--- src/hw/rtl/fup_pkg.sv ---
// ----------------------------------------------------------------------------
// Fingerprint UART frame parser package
// Word types, status codes, register indexes and frame constants.
// ----------------------------------------------------------------------------
package fup_pkg;

    localparam logic [7:0] MARKER = 8'hF5;
    localparam logic [16:0] PARAM_END = 17'd6;

    localparam logic [7:0] RST_CMD_CURRENT = 8'd35;
    localparam logic [7:0] RST_CMD_BY_ID   = 8'd49;
    localparam logic [7:0] RST_ACK_SUCCESS = 8'd0;
    localparam logic [7:0] RST_ACK_TIMEOUT = 8'd8;

    typedef enum logic [2:0] {
        ST_GOOD     = 3'd0,
        ST_START    = 3'd1,
        ST_CMD      = 3'd2,
        ST_DATA     = 3'd3,
        ST_CHECK    = 3'd4,
        ST_CSUM_ERR = 3'd5,
        ST_TAIL_ERR = 3'd6
    } t_status;

    typedef enum logic [1:0] {
        CFG_CMD_CURRENT = 2'd0,
        CFG_CMD_BY_ID   = 2'd1,
        CFG_ACK_SUCCESS = 2'd2,
        CFG_ACK_TIMEOUT = 2'd3
    } t_cfg_idx;

    typedef struct packed {
        logic [7:0] cmd_current;
        logic [7:0] cmd_by_id;
        logic [7:0] ack_ok;
        logic [7:0] ack_tmo;
    } t_cfg;

    typedef struct packed {
        logic [7:0] rx_byte;
    } t_in_word;

    typedef struct packed {
        t_status     status;
        logic        frame_mode;
        logic        payload_valid;
        logic [7:0]  payload_byte;
        logic [15:0] payload_index;
        logic [7:0]  frame_command;
        logic [7:0]  param_high;
        logic [7:0]  param_low;
        logic [7:0]  ack_value;
        logic [15:0] data_length;
        logic        data_pending;
    } t_res_word;

endpackage

--- src/hw/rtl/fup_parse_core.sv ---
// ----------------------------------------------------------------------------
// Frame parse core
// Per-byte frame state machine with running XOR and latched header fields.
// ----------------------------------------------------------------------------
module fup_parse_core #(
    parameter int LENGTH_BITS = 16
) (
    input  logic               i_clk,
    input  logic               i_rst_n,
    input  logic               i_advance,
    input  logic [7:0]         i_byte,
    input  fup_pkg::t_cfg      i_cfg,
    output fup_pkg::t_res_word o_result
);
    import fup_pkg::*;

    typedef enum logic [2:0] {
        FS_HEAD  = 3'd0,
        FS_CMD   = 3'd1,
        FS_PARA  = 3'd2,
        FS_CHECK = 3'd3,
        FS_TAIL  = 3'd4,
        FS_DATA  = 3'd5
    } t_field;

    t_field                 r_field, n_field;
    logic                   r_data_mode, n_data_mode;
    logic [16:0]            r_count, n_count;
    logic [7:0]             r_xor, n_xor;
    logic [7:0]             r_check, n_check;
    logic [7:0]             r_last_cmd, n_last_cmd;
    logic [7:0]             r_param [3];
    logic [7:0]             n_param [3];
    logic [LENGTH_BITS-1:0] r_len, n_len;
    logic [7:0]             r_rx_cmd, n_rx_cmd;
    logic [7:0]             r_rx_param [3];
    logic [7:0]             n_rx_param [3];

    t_status     w_status;
    logic        w_pvalid;
    logic [7:0]  w_pbyte;
    logic [15:0] w_pindex;
    logic [16:0] w_count_inc;
    logic [16:0] w_len_end;
    logic [2:0]  w_param_k;
    logic        w_feature;

    assign w_count_inc = r_count + 17'd1;
    assign w_len_end   = 17'(r_len) + 17'd1;
    assign w_param_k   = r_count[2:0] - 3'd2;
    assign w_feature   = (r_rx_cmd == i_cfg.cmd_current || r_rx_cmd == i_cfg.cmd_by_id) &&
                         (r_rx_param[2] == i_cfg.ack_ok ||
                          r_rx_param[2] == i_cfg.ack_tmo);

    always_comb begin
        n_field     = r_field;
        n_data_mode = r_data_mode;
        n_count     = r_count;
        n_xor       = r_xor;
        n_check     = r_check;
        n_last_cmd  = r_last_cmd;
        n_param     = r_param;
        n_len       = r_len;
        n_rx_cmd    = r_rx_cmd;
        n_rx_param  = r_rx_param;
        w_status    = ST_START;
        w_pvalid    = 1'b0;
        w_pbyte     = 8'd0;
        w_pindex    = 16'd0;

        case (r_field)
            FS_HEAD: begin
                if (i_byte == MARKER) begin
                    n_count = 17'd1;
                    n_xor   = 8'd0;
                    if (!r_data_mode) begin
                        n_field = FS_CMD;
                    end else begin
                        n_field = (r_len != '0) ? FS_DATA : FS_CHECK;
                    end
                end
            end
            FS_CMD: begin
                n_rx_cmd = i_byte;
                n_xor    = r_xor ^ i_byte;
                n_count  = 17'd2;
                n_field  = FS_PARA;
                w_status = ST_CMD;
            end
            FS_PARA: begin
                if (w_param_k < 3'd3) begin
                    n_rx_param[w_param_k[1:0]] = i_byte;
                end
                n_xor   = r_xor ^ i_byte;
                n_count = w_count_inc;
                if (w_count_inc >= PARAM_END) begin
                    n_field = FS_CHECK;
                end
                w_status = ST_DATA;
            end
            FS_DATA: begin
                w_pvalid = 1'b1;
                w_pbyte  = i_byte;
                w_pindex = r_count[15:0] - 16'd1;
                n_xor    = r_xor ^ i_byte;
                n_count  = w_count_inc;
                if (w_count_inc >= w_len_end) begin
                    n_field = FS_CHECK;
                end
                w_status = ST_DATA;
            end
            FS_CHECK: begin
                n_check  = i_byte;
                n_field  = FS_TAIL;
                w_status = ST_CHECK;
            end
            FS_TAIL: begin
                if (i_byte == MARKER) begin
                    if (r_xor == r_check) begin
                        w_status = ST_GOOD;
                        if (!r_data_mode) begin
                            n_last_cmd = r_rx_cmd;
                            n_param    = r_rx_param;
                            if (w_feature) begin
                                n_len       = LENGTH_BITS'({r_rx_param[0], r_rx_param[1]});
                                n_data_mode = 1'b1;
                            end
                        end else begin
                            n_data_mode = 1'b0;
                        end
                    end else begin
                        w_status = ST_CSUM_ERR;
                    end
                end else begin
                    w_status    = ST_TAIL_ERR;
                    n_data_mode = 1'b0;
                end
                n_count = 17'd0;
                n_field = FS_HEAD;
            end
            default: begin
                n_data_mode = 1'b0;
                n_count     = 17'd0;
                n_field     = FS_HEAD;
            end
        endcase
    end

    always_ff @(posedge i_clk) begin
        if (!i_rst_n) begin
            r_field     <= FS_HEAD;
            r_data_mode <= 1'b0;
            r_count     <= 17'd0;
            r_xor       <= 8'd0;
            r_check     <= 8'd0;
            r_last_cmd  <= 8'd0;
            r_param     <= '{default: 8'd0};
            r_len       <= '0;
            r_rx_cmd    <= 8'd0;
            r_rx_param  <= '{default: 8'd0};
        end else if (i_advance) begin
            r_field     <= n_field;
            r_data_mode <= n_data_mode;
            r_count     <= n_count;
            r_xor       <= n_xor;
            r_check     <= n_check;
            r_last_cmd  <= n_last_cmd;
            r_param     <= n_param;
            r_len       <= n_len;
            r_rx_cmd    <= n_rx_cmd;
            r_rx_param  <= n_rx_param;
        end
    end

    // The result shows the mode the byte was parsed in and the state after it.
    always_comb begin
        o_result.status        = w_status;
        o_result.frame_mode    = r_data_mode;
        o_result.payload_valid = w_pvalid;
        o_result.payload_byte  = w_pbyte;
        o_result.payload_index = w_pindex;
        o_result.frame_command = n_last_cmd;
        o_result.param_high    = n_param[0];
        o_result.param_low     = n_param[1];
        o_result.ack_value     = n_param[2];
        o_result.data_length   = 16'(n_len);
        o_result.data_pending  = n_data_mode;
    end

endmodule

--- config.mk ---
export PLATFORM = sky130hd
export DESIGN_NAME = fup_parse_core
export DESIGN_NICKNAME = d
export VERILOG_FILES = /design/src/hw/rtl/fup_pkg.sv /design/src/hw/rtl/fup_parse_core.sv
export SDC_FILE = /design/constraint.sdc
export NUM_CORES = 1
export LEC_CHECK = 0
export BUFFER_PORTS_ARGS = -buffer_cell sky130_fd_sc_hd__buf_2
export CAP_MARGIN = 15
export CELL_PAD_IN_SITES_DETAIL_PLACEMENT = 1
export CELL_PAD_IN_SITES_GLOBAL_PLACEMENT = 1
export CORE_MARGIN = 2
export CORE_UTILIZATION = 39
export CTS_CLUSTER_SIZE = 16
export DETAILED_ROUTE_END_ITERATION = 12
export GPL_TIMING_DRIVEN = 0
export PLACE_DENSITY = 0.87
export SLEW_MARGIN = 20
export SYNTH_ARGS = -nofsm -noshare
export SYNTH_HDL_FRONTEND = slang
export SYNTH_SLANG_ARGS = --single-unit
export TNS_END_PERCENT = 5
--- constraint.sdc ---
create_clock -name i_clk -period 2.98 [get_ports i_clk]
set_input_delay 0.298 -clock i_clk [delete_from_list [all_inputs] [get_ports i_clk]]
set_output_delay 0.298 -clock i_clk [all_outputs]
set_load 0.02 [all_outputs]
==> flow_summary_export.csv <==
group,metric,value,unit
clock_network,cts_buffer_depth,2,
grt,grt_pass1_wl,45.3,mm
outcome,outcome,"complete, but fails checks",
floorplan,dieArea,20000,µm²
grt,use_met3,7.09,%
grt,grt_max_degree,17,
route,finalWirelength,32.2,mm
cells_and_area,layout.nets,1134,
clock_network,clock_latency,0.44,ns
clock_network,numCtsBuffers,17,
worst_setup_path,start_kind,"flip-flop",
cells_and_area,final_cell_mix,"buf_2 (114), nor2_1 (113), dfxtp_1 (102), nand2_1 (91), xnor2_1 (51)",
cells_and_area,fin_cells,1312,
yosys,async_flop_share,0,%
route,drtIter0Drc,710,
yosys,synth_top_family_by_area,"simple AND/OR/NAND/NOR gates",
grt,grt_busiest_layer,"met2",
worst_setup_path,crit_arrival,2.83,ns
grt,antenna_found_initial,1,
floorplan,fp.dieW,141,µm
worst_setup_path,cp-end-kind,"output port",
outcome,violations,"setup timing",
route,vias_per_cell,6.01,
worst_setup_path,worst_path_max_delay_cell,"or4_4",
placement,gp_congestion,0.844,
worst_setup_path,critPathLaunch,"r_check[3]",
sta,finalCritPeriodShare,105,%
route,wire_per_inst,24.5,µm
worst_setup_path,r2r-end,"r_field[1]",
clock_network,cts_hold_buffers,0,
clock_network,htreeDepth,4,
worst_setup_path,cp_max_fo,6,
run,drv.max_cap_violation_count,0,
yosys,synth_top_area_cell,"dfxtp_1",
yosys,netlist.area_leader.share,31.8,%
worst_setup_path,critPathMaxStageDelay,0.50,ns
sta,rsz0062_at_grt,"true",
yosys,syn_inst,886,
route,drtAntennaViolNets,0,
pwr,ir_drop,389,µV
yosys,synth_seq_cells,117,
yosys,ys_seq_area_share,31.8,%
clock_network,cts_tree,"yes",
sta,setup_viol,29,
yosys,syn-num-nets,955,
yosys,synth_xor_area_share,10.8,%
clock_network,cts_sinks,117,
route,vias,7890,
yosys,yosys_warnings,0,
yosys,synth_edf_count,0,
yosys,syn_avg_cell_area,8.30,µm²
sta,drv_slew,0,
cells_and_area,layout_commonest_cell,"buf_2",
worst_setup_path,required,2.68,ns
grt,grt_usage,29.4,%
floorplan,core_area,18600,µm²
yosys,netlist_area,7360,µm²
yosys,synth_area_leaders,"dfxtp_1 (32%), xnor2_1 (6.5%), mux2_2 (6.1%)",
cells_and_area,area.growth.synth_to_final,31.6,%
floorplan,start_util,39.6,%
yosys,ys_types,55,
floorplan,die_y,141,µm
yosys,synth_compound_area_share,10.1,%
clock_network,cts.clk_slew.worst_paths,0.06,ns
pwr,cellPowerDensity,454,nW/µm²
sta,max_slew.worst_pin.slew,1.16,ns
sta,clock_skew,0.0127,ns
sta,fmax,319,MHz
route,firstDrtPassIters,5,
worst_setup_path,rrSetupSlack,-0.13,ns
worst_setup_path,worst-r2r-cell-count,11,
sta,period_minus_slack,3.13,ns
floorplan,std_cell_rows,50,
cells_and_area,drive_above_1_share,31.6,%
placement,detailed_place_hpwl,17.8,mm
pwr,power,4.39,mW
route,drc_errors,0,
pwr,p_leak,4.47,nW
grt,use_met2,51.4,%
yosys,synthAdderAreaFrac,4.42,%
cells_and_area,stdcell_area,9680,µm²
sta,fin_setup_tns,-2.74,ns
grt,use_met1,32.4,%
placement,placed_area,8250,µm²
floorplan,io_pins,121,
grt,grt_pass1_vias,8102,
sta,fin_ws,-0.151,ns
cells_and_area,antenna_cells,0,
yosys,synthMuxAreaShare,11.2,%
placement,placement.io_buffers,119,
min_path,hold_path_depth,3,
sta,timing.slew.headroom,22.6,%
sta,hold_violations,0,
grt,grt_overflow,0,
min_path,hp-class,"in2reg",
yosys,yosys.area_share.simple,27.2,%
worst_setup_path,r2r-start,"r_count[0]",
worst_setup_path,endpoint,"o_result[16]",
worst_setup_path,path_cells,"xor2_1 -> nor4_1 -> nand2_1 -> or4_4 -> nand3b_4 -> buf_12 -> mux2_4 -> buf_6",
yosys,ys.flop_type,"dfxtp_1",
placement,dp_slack,-0.940,ns
worst_setup_path,crit_type,"reg2out",
placement,dp.cells,1239,
clock_network,ctsRootBufferMaster,"clkbuf_16",
==> area by class of cell <==
cell class | count | area [µm²]
fill | 2190 | 8900
tap | 234 | 293
clock inverter | 13 | 169
timing repair buffer | 164 | 1040
inverter | 17 | 67.6
buffer | 55 | 305
sequential | 117 | 2370
clock buffer | 19 | 443
multi-input combinational | 693 | 4990
==> logic make-up (layout without fill, tap and decap cells) <==
| group | count (synthesis) | in the layout |
|---|---|---|
| AND/OR/NAND/NOR | 397 | 397 |
| AO/OA/AOI/OAI | 106 | 106 |
| multiplexers | 73 | 73 |
| adder cells (fa/ha/maj) | 26 | 26 |
| flip-flops | 117 | 117 |
| XOR/XNOR | 91 | 91 |
| buffers and inverters | 76 | 268 |
==> state kept, by name (all words and copies together) (netlist names) <==
register,flops
r_rx_cmd,8
r_param,24
r_data_mode,1
r_len,16
r_check,8
r_last_cmd,8
r_count,17
r_field,3
r_rx_param,24
r_xor,8
==> power breakdown <==
part | leakage, nW | total (mW) | switching [mW] | internal [mW]
clock | 0.287 | 2.20 | 0.858 | 1.35
combinational | 3.23 | 0.533 | 0.314 | 0.218
sequential | 0.960 | 1.66 | 0.0503 | 1.61
==> synthesized netlist by cell type, drive strengths merged, types with 2 or more instances <==
master,count
ha,26
nand4,17
o21a,2
o22ai,2
and2,13
mux2,48
nor4b,2
or3,7
nor3b,34
or4,5
a21boi,22
a211oi,3
o311ai,2
nand2b,3
o21ai,26
nand3,22
clkbuf,40
a2bb2oi,2
dfxtp,117
xor2,36
o211a,17
mux2i,25
buf,19
inv,17
and3,5
nor4,11
nand3b,4
xnor2,55
nor2,118
a21oi,16
nor2b,31
nor3,12
nand2,95
a31oi,3
or2,15
a22oi,3
==> critical path: cells and delay by family, from the launching register on <==
kind                      cells  cell delay [ns]
muxes                         1             0.34
xor gates and xnor gates      1             0.17
and+or+nand+nor               4             1.20
DFF                           1             0.33
buffers and inverters         2             0.34
==> per-stage QoR <==
| step | util (%) | hold slack [ns] |
|---|---|---|
| after floorplan | - | 0.443 |
| after global placement | 44.4 | 0.462 |
| after detailed placement | 44.4 | 0.474 |
| after CTS | 49.8 | 0.235 |
| after global routing | 52.1 | 0.270 |
| final | 52.1 | 0.261 |
==> timing repair <==
item                       CTS  global route
gates cloned                 1             1
pin swaps                   10            14
resized for setup           62            70
buffers inserted            23            22
setup endpoints to repair   61            66
==> per-layer routing <==
metal / wire length [µm] / part of all wire (%)
met1: 11900 / 37
met3: 2360 / 7.3
met2: 15900 / 50
met5: 12 / 0.037
met4: 1960 / 6.1
==> worst min-delay path by stage <==
stage,start,to
6_report,i_byte[6],r_rx_cmd[6]
5_1_grt,i_byte[0],r_rx_cmd[0]
4_1_cts,i_byte[7],r_rx_cmd[7]
3_5_place_dp,r_check[3],r_check[3]
3_3_place_gp,r_param[17],r_param[17]
2_1_floorplan,i_byte[7],r_check[7]
Note: power is estimated with default switching activity, not from simulation.
