===== config.mk =====
export PLATFORM = sky130hd
export DESIGN_NAME = fup_cfg_regs
export DESIGN_NICKNAME = d
export VERILOG_FILES = /design/src/hw/rtl/fup_pkg.sv /design/src/hw/rtl/fup_cfg_regs.sv
export SDC_FILE = /design/constraint.sdc
export NUM_CORES = 1
export LEC_CHECK = 0
export CORE_MARGIN = 2
export CORE_UTILIZATION = 54
export CTS_CLUSTER_DIAMETER = 50
export DETAILED_ROUTE_END_ITERATION = 12
export DONT_BUFFER_PORTS = 1
export PLACE_DENSITY = 0.82
export SETUP_SLACK_MARGIN = 0.02
export SYNTH_ARGS = -nofsm -noshare
export SYNTH_HDL_FRONTEND = slang
export SYNTH_SLANG_ARGS = --single-unit

===== constraint.sdc =====
create_clock -name i_clk -period 1.2 [get_ports i_clk]
set_clock_uncertainty 0.15 [all_clocks]
set_input_delay 0.18 -clock i_clk [delete_from_list [all_inputs] [get_ports i_clk]]
set_output_delay 0.18 -clock i_clk [all_outputs]
set_load 0.005 [all_outputs]

===== src/hw/rtl/fup_pkg.sv =====
// ----------------------------------------------------------------------------
// Fingerprint UART frame parser package
// Word types, status codes, register indexes and frame constants.
// ----------------------------------------------------------------------------
package fup_pkg;

    localparam logic [7:0] MARKER = 8'hF5;
    localparam logic [16:0] PARAM_END = 17'd6;

    localparam logic [7:0] RST_CMD_CURRENT = 8'd35;
    localparam logic [7:0] RST_CMD_BY_ID   = 8'd49;
    localparam logic [7:0] RST_ACK_SUCCESS = 8'd0;
    localparam logic [7:0] RST_ACK_TIMEOUT = 8'd8;

    typedef enum logic [2:0] {
        ST_GOOD     = 3'd0,
        ST_START    = 3'd1,
        ST_CMD      = 3'd2,
        ST_DATA     = 3'd3,
        ST_CHECK    = 3'd4,
        ST_CSUM_ERR = 3'd5,
        ST_TAIL_ERR = 3'd6
    } t_status;

    typedef enum logic [1:0] {
        CFG_CMD_CURRENT = 2'd0,
        CFG_CMD_BY_ID   = 2'd1,
        CFG_ACK_SUCCESS = 2'd2,
        CFG_ACK_TIMEOUT = 2'd3
    } t_cfg_idx;

    typedef struct packed {
        logic [7:0] cmd_current;
        logic [7:0] cmd_by_id;
        logic [7:0] ack_ok;
        logic [7:0] ack_tmo;
    } t_cfg;

    typedef struct packed {
        logic [7:0] rx_byte;
    } t_in_word;

    typedef struct packed {
        t_status     status;
        logic        frame_mode;
        logic        payload_valid;
        logic [7:0]  payload_byte;
        logic [15:0] payload_index;
        logic [7:0]  frame_command;
        logic [7:0]  param_high;
        logic [7:0]  param_low;
        logic [7:0]  ack_value;
        logic [15:0] data_length;
        logic        data_pending;
    } t_res_word;

endpackage


===== src/hw/rtl/fup_cfg_regs.sv =====
// ----------------------------------------------------------------------------
// Configuration register bank
// Holds the feature command codes and the ack codes that open a data frame.
// ----------------------------------------------------------------------------
module fup_cfg_regs (
    input  logic              i_clk,
    input  logic              i_rst_n,
    input  logic              i_cfg_we,
    input  logic [1:0]        i_cfg_idx,
    input  logic [7:0]        i_cfg_data,
    output fup_pkg::t_cfg     o_cfg
);
    import fup_pkg::*;

    t_cfg r_cfg;

    always_ff @(posedge i_clk) begin
        if (!i_rst_n) begin
            r_cfg.cmd_current <= RST_CMD_CURRENT;
            r_cfg.cmd_by_id   <= RST_CMD_BY_ID;
            r_cfg.ack_ok      <= RST_ACK_SUCCESS;
            r_cfg.ack_tmo     <= RST_ACK_TIMEOUT;
        end else if (i_cfg_we) begin
            case (t_cfg_idx'(i_cfg_idx))
                CFG_CMD_CURRENT: r_cfg.cmd_current <= i_cfg_data;
                CFG_CMD_BY_ID:   r_cfg.cmd_by_id   <= i_cfg_data;
                CFG_ACK_SUCCESS: r_cfg.ack_ok      <= i_cfg_data;
                CFG_ACK_TIMEOUT: r_cfg.ack_tmo     <= i_cfg_data;
                default:         r_cfg <= r_cfg;
            endcase
        end
    end

    assign o_cfg = r_cfg;

endmodule


==> results of run 1 <==
-- cells in the final DEF (no fill, tap or decap) --
cell | Yosys | layout
nand2_1 | 33 | 33
dfxtp_1 | 32 | 32
mux2i_1 | 29 | 29
nor2b_1 | 6 | 6
clkbuf_4 | 0 | 5
dlygate4sd3_1 | 0 | 5
buf_4 | 0 | 3
inv_1 | 2 | 2
a211o_1 | 2 | 2
clkbuf_1 | 4 | 2
and3b_1 | 1 | 1
nand4b_1 | 1 | 1
o211ai_1 | 1 | 1
nand3b_1 | 1 | 1
nand3_1 | 1 | 1
and4_1 | 1 | 1
or3b_1 | 1 | 1
nor4bb_1 | 1 | 1
clkbuf_8 | 0 | 1
buf_12 | 0 | 1
-- cell usage after synthesis --
cell	n	area share, %
clkbuf_1	4	1.2
o211ai_1	1	0.62
nand3_1	1	0.41
mux2i_1	29	24
nand3b_1	1	0.62
and4_1	1	0.72
nor4bb_1	1	0.82
and3b_1	1	0.72
nor2b_1	6	3.1
nand2_1	33	10
nand4b_1	1	0.72
a211o_1	2	1.4
or3b_1	1	0.72
buf_6	1	0.92
dfxtp_1	32	53
inv_1	2	0.62
buf_2	2	0.82
-- power breakdown --
group	internal, W	switching (W)	leakage [nW]
registers	0.00110	0.0000296	0.261
clock network	0.000289	0.000334	0.0326
logic	0.0000661	0.0000555	0.343
-- cell type report --
| cell class | instances | share of cell area, % |
|---|---|---|
| Sequential cell | 32 | 46.8 |
| Multi-Input combinational cell | 78 | 39.0 |
| Timing Repair Buffer | 9 | 6.76 |
| Clock buffer | 8 | 4.30 |
| Tap cell | 28 | 2.56 |
| Inverter | 2 | 0.548 |
-- through the flow --
step	setup slack [ns]	cell area [sq um]	power (W)	hold slack, ns
final	0.100	1370	0.00187	-0.195
after floorplan	-0.0111	1220	0.00125	0.191
after global placement	0.0617	1260	0.00126	0.127
after CTS	0.104	1370	0.00190	-0.202
after global routing	0.102	1370	0.00197	-0.224
after detailed placement	0.0254	1260	0.00126	0.132
-- layer usage --
metal / part of all wire [%] / vias to the layer above / GRT usage (%)
li1: - / 422 / -
met1: 40 / 382 / 22.8
met2: 49 / 38 / 34.0
met3: 9.6 / 6 / 11.8
met4: 1.2 / 0 / 6.58
met5: 0 / - / 0
-- cell families (layout without fill, tap and decap cells) --
logic type | Yosys count | in the layout | synth area share, %
AO/OA/AOI/OAI | 3 | 3 | 2.05
buffers and inverters | 9 | 19 | 3.59
flip-flops | 32 | 32 | 52.6
multiplexers | 29 | 29 | 23.8
AND/OR/NAND/NOR | 46 | 46 | 18.0
-- critical path, cell delays in order --
cell	delay (ns)
dlygate4sd3_1	0.57
and4_1	0.16
a211o_1	0.26
-- worst min-delay path by stage --
stage | start | to | cells after the start
detailed placement | i_rst_n | o_cfg[20] | 1
global placement | i_rst_n | o_cfg[20] | 1
CTS | i_rst_n | o_cfg[20] | 1
finish | i_rst_n | o_cfg[20] | 1
floorplan | i_cfg_data[0] | o_cfg[0] | 2
global route | i_rst_n | o_cfg[20] | 1
==> reports/results.tsv, run 1 <==
metric	value	unit
H-Tree Depth	2	
Worst Setup EP	o_cfg[3]	
largest net degree at the start of global routing	42	
GRT Overall Usage	20.8	%
Crit Path Max Fanout	2	
P&R area growth vs syn	12.3	%
minimum clock period	1.10	ns
CP endpoint kind	register	
Largest register FFs	32	
final setup violation count	0	
Post-CTS Resized	0	
synth warn	0	
cells after synthesis	119	
dpl hpwl	1740	um
Slew HR	84.3	%
fraction of layout cells with a size suffix above 1	7.75	%
total CTS buffers	5	
Final period util	91.7	%
final core utilization	63.1	%
Non-Filler Instances	157	
Buffers on Ports	0	
Hold WC Path Type	in -> reg	
syn_area_per_cell	10.2	sq um
antenna violations before repair	0	
Die W	51.5	um
Syn Nets	132	
# hold bufs at CTS	5	
gpl congestion	0.701	
Hold Vio Cnt, Final	32	
RSZ-0062 raised after global routing	no	
TritonCTS clock tree	built	
failing checks	hold timing	
antenna diode count	0	
DRT iter0 DRCs	12	
post-synthesis sequential area ratio	52.6	%
clk sinks	32	
Worst-path clk slew	0.09	ns
Static Leak	0.636	nW
reg2reg path depth	1	
Worst setup SP type	input pin	
DRC violations left	0	
Seq cells post-synth	32	
Peak VDD IR	1.03	mV
Root Driver	clkbuf_4	
worst reg2reg setup slack	0.31	ns
Core Area	2170	sq um
setup TNS	0	ns
FF/Latch Area	641	sq um
multi-input logic area	534	sq um
via count	848	
Arrival @ worst endpoint	1.17	ns
Worst-Skew Late Latency	0.32	ns
outcome	complete, but fails checks	
drt total wl	2510	um
CP required	1.27	ns
die height	51.5	um
Initial Utilization	56.2	%
FF-to-FF Start	o_cfg[25]	
DR WL/cell	16.0	um
# Max-Cap Violations	0	
IO Count	45	
R2R Path End	o_cfg[25]	
first-pass GRT wire length	3900	um
PD cells	1370	nW/um^2
via/cell ratio	5.40	
Hold WS	-0.195	ns
Final ANT Viol Nets	0	
worst setup path class	in -> reg	
postcts setup bufs	0	
fill count	191	
cell row count	17	
total grt overflow	0	
launch point of the worst path	i_cfg_data[3]	
pins over their slew limit	0	
Yosys cell types	17	
die footprint	2650	sq um
total iterations of the first detailed-routing run	4	
number of global-route vias before repair	837	
Max Freq	909	MHz
Synth Cell Area	1220	sq um
Post-Place Cells	144	
worst slew pin tran	0.232	ns
Nets	141	
maximum clock insertion buffer count	2	
No activity file was read; power rests on OpenSTA's default activity.
==> inputs of run 2 (changes only) <==
--- a/config.mk
+++ b/config.mk
@@ -5,6 +5,7 @@
 export SDC_FILE = /design/constraint.sdc
 export NUM_CORES = 1
 export LEC_CHECK = 0
+export ABC_AREA = 1
 export CORE_MARGIN = 2
 export CORE_UTILIZATION = 54
 export CTS_CLUSTER_DIAMETER = 50
==> reports/results.tsv, run 2 <==
metric	value	unit	change
Hold WS	-0.224	ns	-0.0286 ns
Final ANT Viol Nets	0		unchanged
FF/Latch Area	641	sq um	unchanged
multi-input logic area	524	sq um	-1.9%
most frequent cells in the layout	53 x nand2_1, 45 x nor2_1, 32 x dfxtp_1		
CP required	1.28	ns	about the same
setup TNS	0	ns	unchanged
Static Leak	0.775	nW	+22%
# hold bufs at CTS	5		unchanged
Synth Cell Area	1320	sq um	+8.4%
GRT Overall Usage	24.0	%	+3.2 points
maximum clock insertion buffer count	2		unchanged
Core Area	2250	sq um	+3.9%
largest net degree at the start of global routing	33		-21%
antenna diode count	0		unchanged
P&R area growth vs syn	11.7	%	
register share of total power	51.9	%	-8.4 points
DRC violations left	0		unchanged
Yosys top cell area share	48.5	%	-4.1 points
CP max stage cell	dlygate4sd3_1		
Peak VDD IR	1.00	mV	-2.6%
die height	53.5	um	+3.8%
Yosys cell types	12		-5
first-pass GRT wire length	4730	um	+21%
gpl congestion	0.738		+5.4%
cell row count	17		unchanged
via/cell ratio	5.16		-4.5%
EDFF count, synth	0		unchanged
number of global-route vias before repair	1117		+33%
DRT iter0 DRCs	21		+9
Max Freq	910	MHz	+0.12%
die footprint	2860	sq um	+7.8%
Root Driver	clkbuf_4		
H-Tree Depth	2		unchanged
Seq cells post-synth	32		unchanged
pins over their slew limit	0		unchanged
fill count	218		+14%
fraction of layout cells with a size suffix above 1	7.43	%	-0.33 points
Post-synth top cells	53 x nand2_1, 46 x nor2_1, 32 x dfxtp_1		
Worst-Skew Late Latency	0.33	ns	about the same
Initial Utilization	58.6	%	+2.4 points
top cells by area, synth	dfxtp_1 48%, nand2_1 15%, nor2_1 13%, inv_1 7.7%, nand3_1 6.1%		
most common cell after layout, fill and taps aside	nand2_1		
TritonCTS clock tree	built		
syn_area_per_cell	6.78	sq um	-34%
synth warn	0		unchanged
antenna violations before repair	0		unchanged
post-synthesis sequential area ratio	48.5	%	-4.1 points
crit-path max cell delay	0.55	ns	-0.02 ns
count leader, synth	nand2_1		
launch point of the worst path	i_cfg_idx[1]		
Syn Nets	208		+58%
Hold WC Path Type	in -> reg		
HP Start	i_rst_n		
failing checks	hold timing		
Worst setup SP type	input pin		
clk sinks	32		unchanged
Buffers on Ports	0		unchanged
DR WL/cell	12.6	um	-21%
total CTS buffers	5		unchanged
dpl hpwl	2070	um	+19%
Slew HR	78.9	%	-5.4 points
outcome	complete, but fails checks		
Die W	53.5	um	+3.8%
total iterations of the first detailed-routing run	4		unchanged
Primary FF master, synth	dfxtp_1		
Arrival @ worst endpoint	1.17	ns	about the same
Worst-path clk slew	0.09	ns	about the same
logic gate share of total power	7.3	%	+0.8 points
worst setup path class	in -> reg		
total grt overflow	0		unchanged
# Max-Cap Violations	0		unchanged
Largest register FFs	32		unchanged
Clk pwr share	40.8	%	+7.6 points
asr flop ratio synth	0	%	unchanged
Crit Path Max Fanout	6		+4
Nets	214		+52%
Pint	0.00174	W	+20%
final core utilization	65.5	%	+2.4 points
CP endpoint kind	register		
drt total wl	2910	um	+16%
crit path cell chain	nor2_2, buf_4, nand3_1, nand2_1, dlygate4sd3_1, nor2_1		
PD cells	1510	nW/um^2	+10%
switching share of power	21.9	%	-0.45 points
via count	1186		+40%
cells after synthesis	195		+64%
area leader, netlist	dfxtp_1		
FF-to-FF Start	o_cfg[15]		
IO Count	45		unchanged
Final period util	91.6	%	-0.11 points
P_sw	0.000489	W	+17%
final setup violation count	0		unchanged
minimum clock period	1.10	ns	-0.00130 ns
worst slew pin tran	0.316	ns	+0.0840 ns
Hold Vio Cnt, Final	32		unchanged
RSZ-0062 raised after global routing	no		
[run 2: what timing repair did]
item,4_1_cts,5_1_grt
setup endpoints to repair,0,4
hold endpoints to repair,32,32
gates resized for setup,0,1
buffers inserted,0,0
[run 2: worst paths after layout]
kind | depth (start not counted) | slack (ns) | endpoint
max | 6 | 0.10 | o_cfg[27]
min | 1 | -0.22 | o_cfg[16]
max reg2reg | 4 | 0.37 | o_cfg[15]
min reg2reg | 2 | 0.34 | o_cfg[20]
[run 2: layout make-up]
cell class	count	share of cell area, %
flip-flops and latches	32	43.4
multi-input cells	126	35.5
inverters	27	6.86
repair buffers	9	5.42
clock buffers	7	4.41
well taps	28	2.37
clock inverters	1	2.03
[run 2: power groups by stage]
| stage | registers [W] | clock network (W) | logic (W) |
|---|---|---|---|
| CTS | 0.00116 | 0.000926 | 0.000163 |
| finish | 0.00116 | 0.000911 | 0.000163 |
| floorplan | 0.00117 | 0 | 0.000149 |
| global placement | 0.00118 | 0 | 0.000137 |
| global route | 0.00117 | 0.000975 | 0.000197 |
| detailed placement | 0.00118 | 0 | 0.000148 |
[run 2: logic make-up (layout without fill, tap and decap cells)]
group	after synthesis	after routing	synth area share [%]
flops	32	32	48.5
buf+inv	37	44	12.0
compound gates	5	5	1.89
simple gates	121	121	37.6
[run 2: per-layer routing]
layer | vias up | track usage (%) | wire (um)
met5 | - | 0 | 0
met4 | 0 | 8.97 | 31
met3 | 5 | 13.6 | 349
met2 | 47 | 40.7 | 1410
met1 | 540 | 24.2 | 1110
li1 | 594 | - | -
[run 2: worst max-delay path, delay by kind of cell]
family,cells,cell delay (ns)
and+or+nand+nor,4,0.27
buffers and inverters,2,0.71
[run 2: per-stage QoR]
step / cells / total power, W / instance area (sq um) / worst slack [ns] / hold WS, ns
after floorplan: 195 / 0.00132 / 1320 / 0.109 / 0.150
after global placement: 217 / 0.00132 / 1330 / 0.233 / 0.119
after detailed placement: 217 / 0.00133 / 1330 / 0.171 / 0.121
after CTS: 230 / 0.00225 / 1470 / 0.0708 / -0.230
after global routing: 230 / 0.00234 / 1480 / 0.0261 / -0.243
final: 230 / 0.00223 / 1480 / 0.101 / -0.224
==> inputs of run 3 (changes only) <==
--- a/config.mk
+++ b/config.mk
@@ -6,8 +6,10 @@
 export NUM_CORES = 1
 export LEC_CHECK = 0
 export ABC_AREA = 1
+export CELL_PAD_IN_SITES_DETAIL_PLACEMENT = 0
+export CELL_PAD_IN_SITES_GLOBAL_PLACEMENT = 1
 export CORE_MARGIN = 2
-export CORE_UTILIZATION = 54
+export CORE_UTILIZATION = 37
 export CTS_CLUSTER_DIAMETER = 50
 export DETAILED_ROUTE_END_ITERATION = 12
 export DONT_BUFFER_PORTS = 1
==> reports/results.tsv, run 3 (synthesis results as in run 2) <==
metric	value	unit	change
clk sinks	32		unchanged
Max Freq	953	MHz	+4.7%
Root Driver	clkbuf_4		
worst slew pin tran	0.319	ns	+0.00254 ns
via/cell ratio	4.68		-9.3%
DRC violations left	0		unchanged
die height	63.8	um	+19%
die footprint	4060	sq um	+42%
Worst setup SP type	input pin		
pins over their slew limit	0		unchanged
fill count	362		+66%
TritonCTS clock tree	built		
DRT iter0 DRCs	25		+19%
total iterations of the first detailed-routing run	4		unchanged
Buffers on Ports	0		unchanged
final setup violation count	0		unchanged
antenna diode count	0		unchanged
Static Leak	0.726	nW	-6.3%
Crit Path Max Fanout	5		-1
gpl congestion	0.724		-2.0%
cell row count	21		+4
first-pass GRT wire length	5220	um	+10%
PD cells	1310	nW/um^2	-14%
CP required	1.26	ns	-0.02 ns
Largest register FFs	32		unchanged
Hold WC Path Type	in -> reg		
Arrival @ worst endpoint	1.11	ns	-0.06 ns
multi-input logic area	524	sq um	unchanged
DR WL/cell	13.1	um	+3.5%
Initial Utilization	39.0	%	-20 points
number of global-route vias before repair	1066		-4.6%
Hold Vio Cnt, Final	32		unchanged
Total Power	0.00182	W	-18%
FF/Latch Area	641	sq um	unchanged
drt total wl	3140	um	+8.0%
Final period util	87.4	%	-4.1 points
# hold bufs at CTS	1		-4
Worst-path clk slew	0.08	ns	about the same
worst setup path class	in -> reg		
P&R area growth vs syn	5.49	%	
dpl hpwl	2190	um	+5.9%
CP endpoint kind	register		
Worst-Skew Late Latency	0.32	ns	about the same
failing checks	hold timing		
Slew HR	78.7	%	-0.17 points
postcts setup bufs	0		unchanged
outcome	complete, but fails checks		
most common cell after layout, fill and taps aside	nand2_1		
Peak VDD IR	0.622	mV	-38%
maximum clock insertion buffer count	2		unchanged
most frequent cells in the layout	53 x nand2_1, 45 x nor2_1, 32 x dfxtp_1		
Die W	63.8	um	+19%
Nets	209		-2.3%
# Max-Cap Violations	0		unchanged
Core Area	3390	sq um	+50%
Final ANT Viol Nets	0		unchanged
total grt overflow	0		unchanged
RSZ-0062 raised after global routing	no		
minimum clock period	1.05	ns	-0.0495 ns
largest net degree at the start of global routing	33		unchanged
setup TNS	0	ns	unchanged
Hold WS	-0.207	ns	+0.0165 ns
antenna violations before repair	0		unchanged
fraction of layout cells with a size suffix above 1	5.67	%	-1.8 points
H-Tree Depth	2		unchanged
IO Count	45		unchanged
GRT Overall Usage	16.9	%	-7.2 points
via count	1123		-5.3%
total CTS buffers	5		unchanged
run 3: cell types whose count changed in the layout (fill, tap and decap cells not counted):
| cell | before | now |
|---|---|---|
| clkbuf_8 | 2 | 0 |
| buf_4 | 4 | 3 |
| dlygate4sd3_1 | 5 | 1 |
| bufinv_16 | 1 | 0 |
run 3: timing repair:
item / in CTS / in global routing
hold endpoints to repair: 32 / 32
setup endpoints to repair: 0 / 1
gates resized for setup: 0 / 1
run 3: power breakdown:
| group | switching [W] | total, W | internal [W] |
|---|---|---|---|
| sequential | 0.0000418 | 0.00116 | 0.00112 |
| combinational | 0.0000855 | 0.000148 | 0.0000622 |
| clock | 0.000319 | 0.000515 | 0.000195 |
run 3: critical path: stages:
cell           delay, ns
nor2_2              0.17
nand3_1             0.10
nand2_1             0.07
dlygate4sd3_1       0.55
nor2_1              0.05
run 3: metrics by stage:
step | utilization (%) | std cells | hold slack (ns) | worst slack [ns] | area [sq um]
2_1_floorplan | - | 195 | 0.150 | 0.109 | 1320
3_3_place_gp | 39.6 | 234 | 0.120 | 0.172 | 1340
3_5_place_dp | 39.6 | 234 | 0.122 | 0.162 | 1340
4_1_cts | 41.0 | 240 | -0.220 | 0.0965 | 1390
5_1_grt | 41.1 | 240 | -0.219 | 0.0946 | 1390
6_report | 41.1 | 240 | -0.207 | 0.151 | 1390
run 3: final timing paths:
path	from	to	slack, ns	cells after the start
max	i_cfg_idx[1]	o_cfg[31]	0.15	5
min	i_rst_n	o_cfg[20]	-0.21	1
max reg2reg	o_cfg[17]	o_cfg[17]	0.38	4
min reg2reg	o_cfg[29]	o_cfg[29]	0.34	2
run 3: layout make-up:
cell class / count / share of cell area [%]
repair buffers: 4 / 2.33
multi-input cells: 126 / 37.6
flip-flops and latches: 32 / 46.0
inverters: 27 / 7.27
well taps: 46 / 4.13
clock buffers: 5 / 2.69
run 3: per-layer routing:
metal | wire, um | vias to the layer above | global-route usage (%)
li1 | - | 580 | -
met4 | 34 | 0 | 5.71
met3 | 334 | 5 | 8.98
met5 | 0 | - | 0
met1 | 1360 | 493 | 20.0
met2 | 1410 | 45 | 26.1
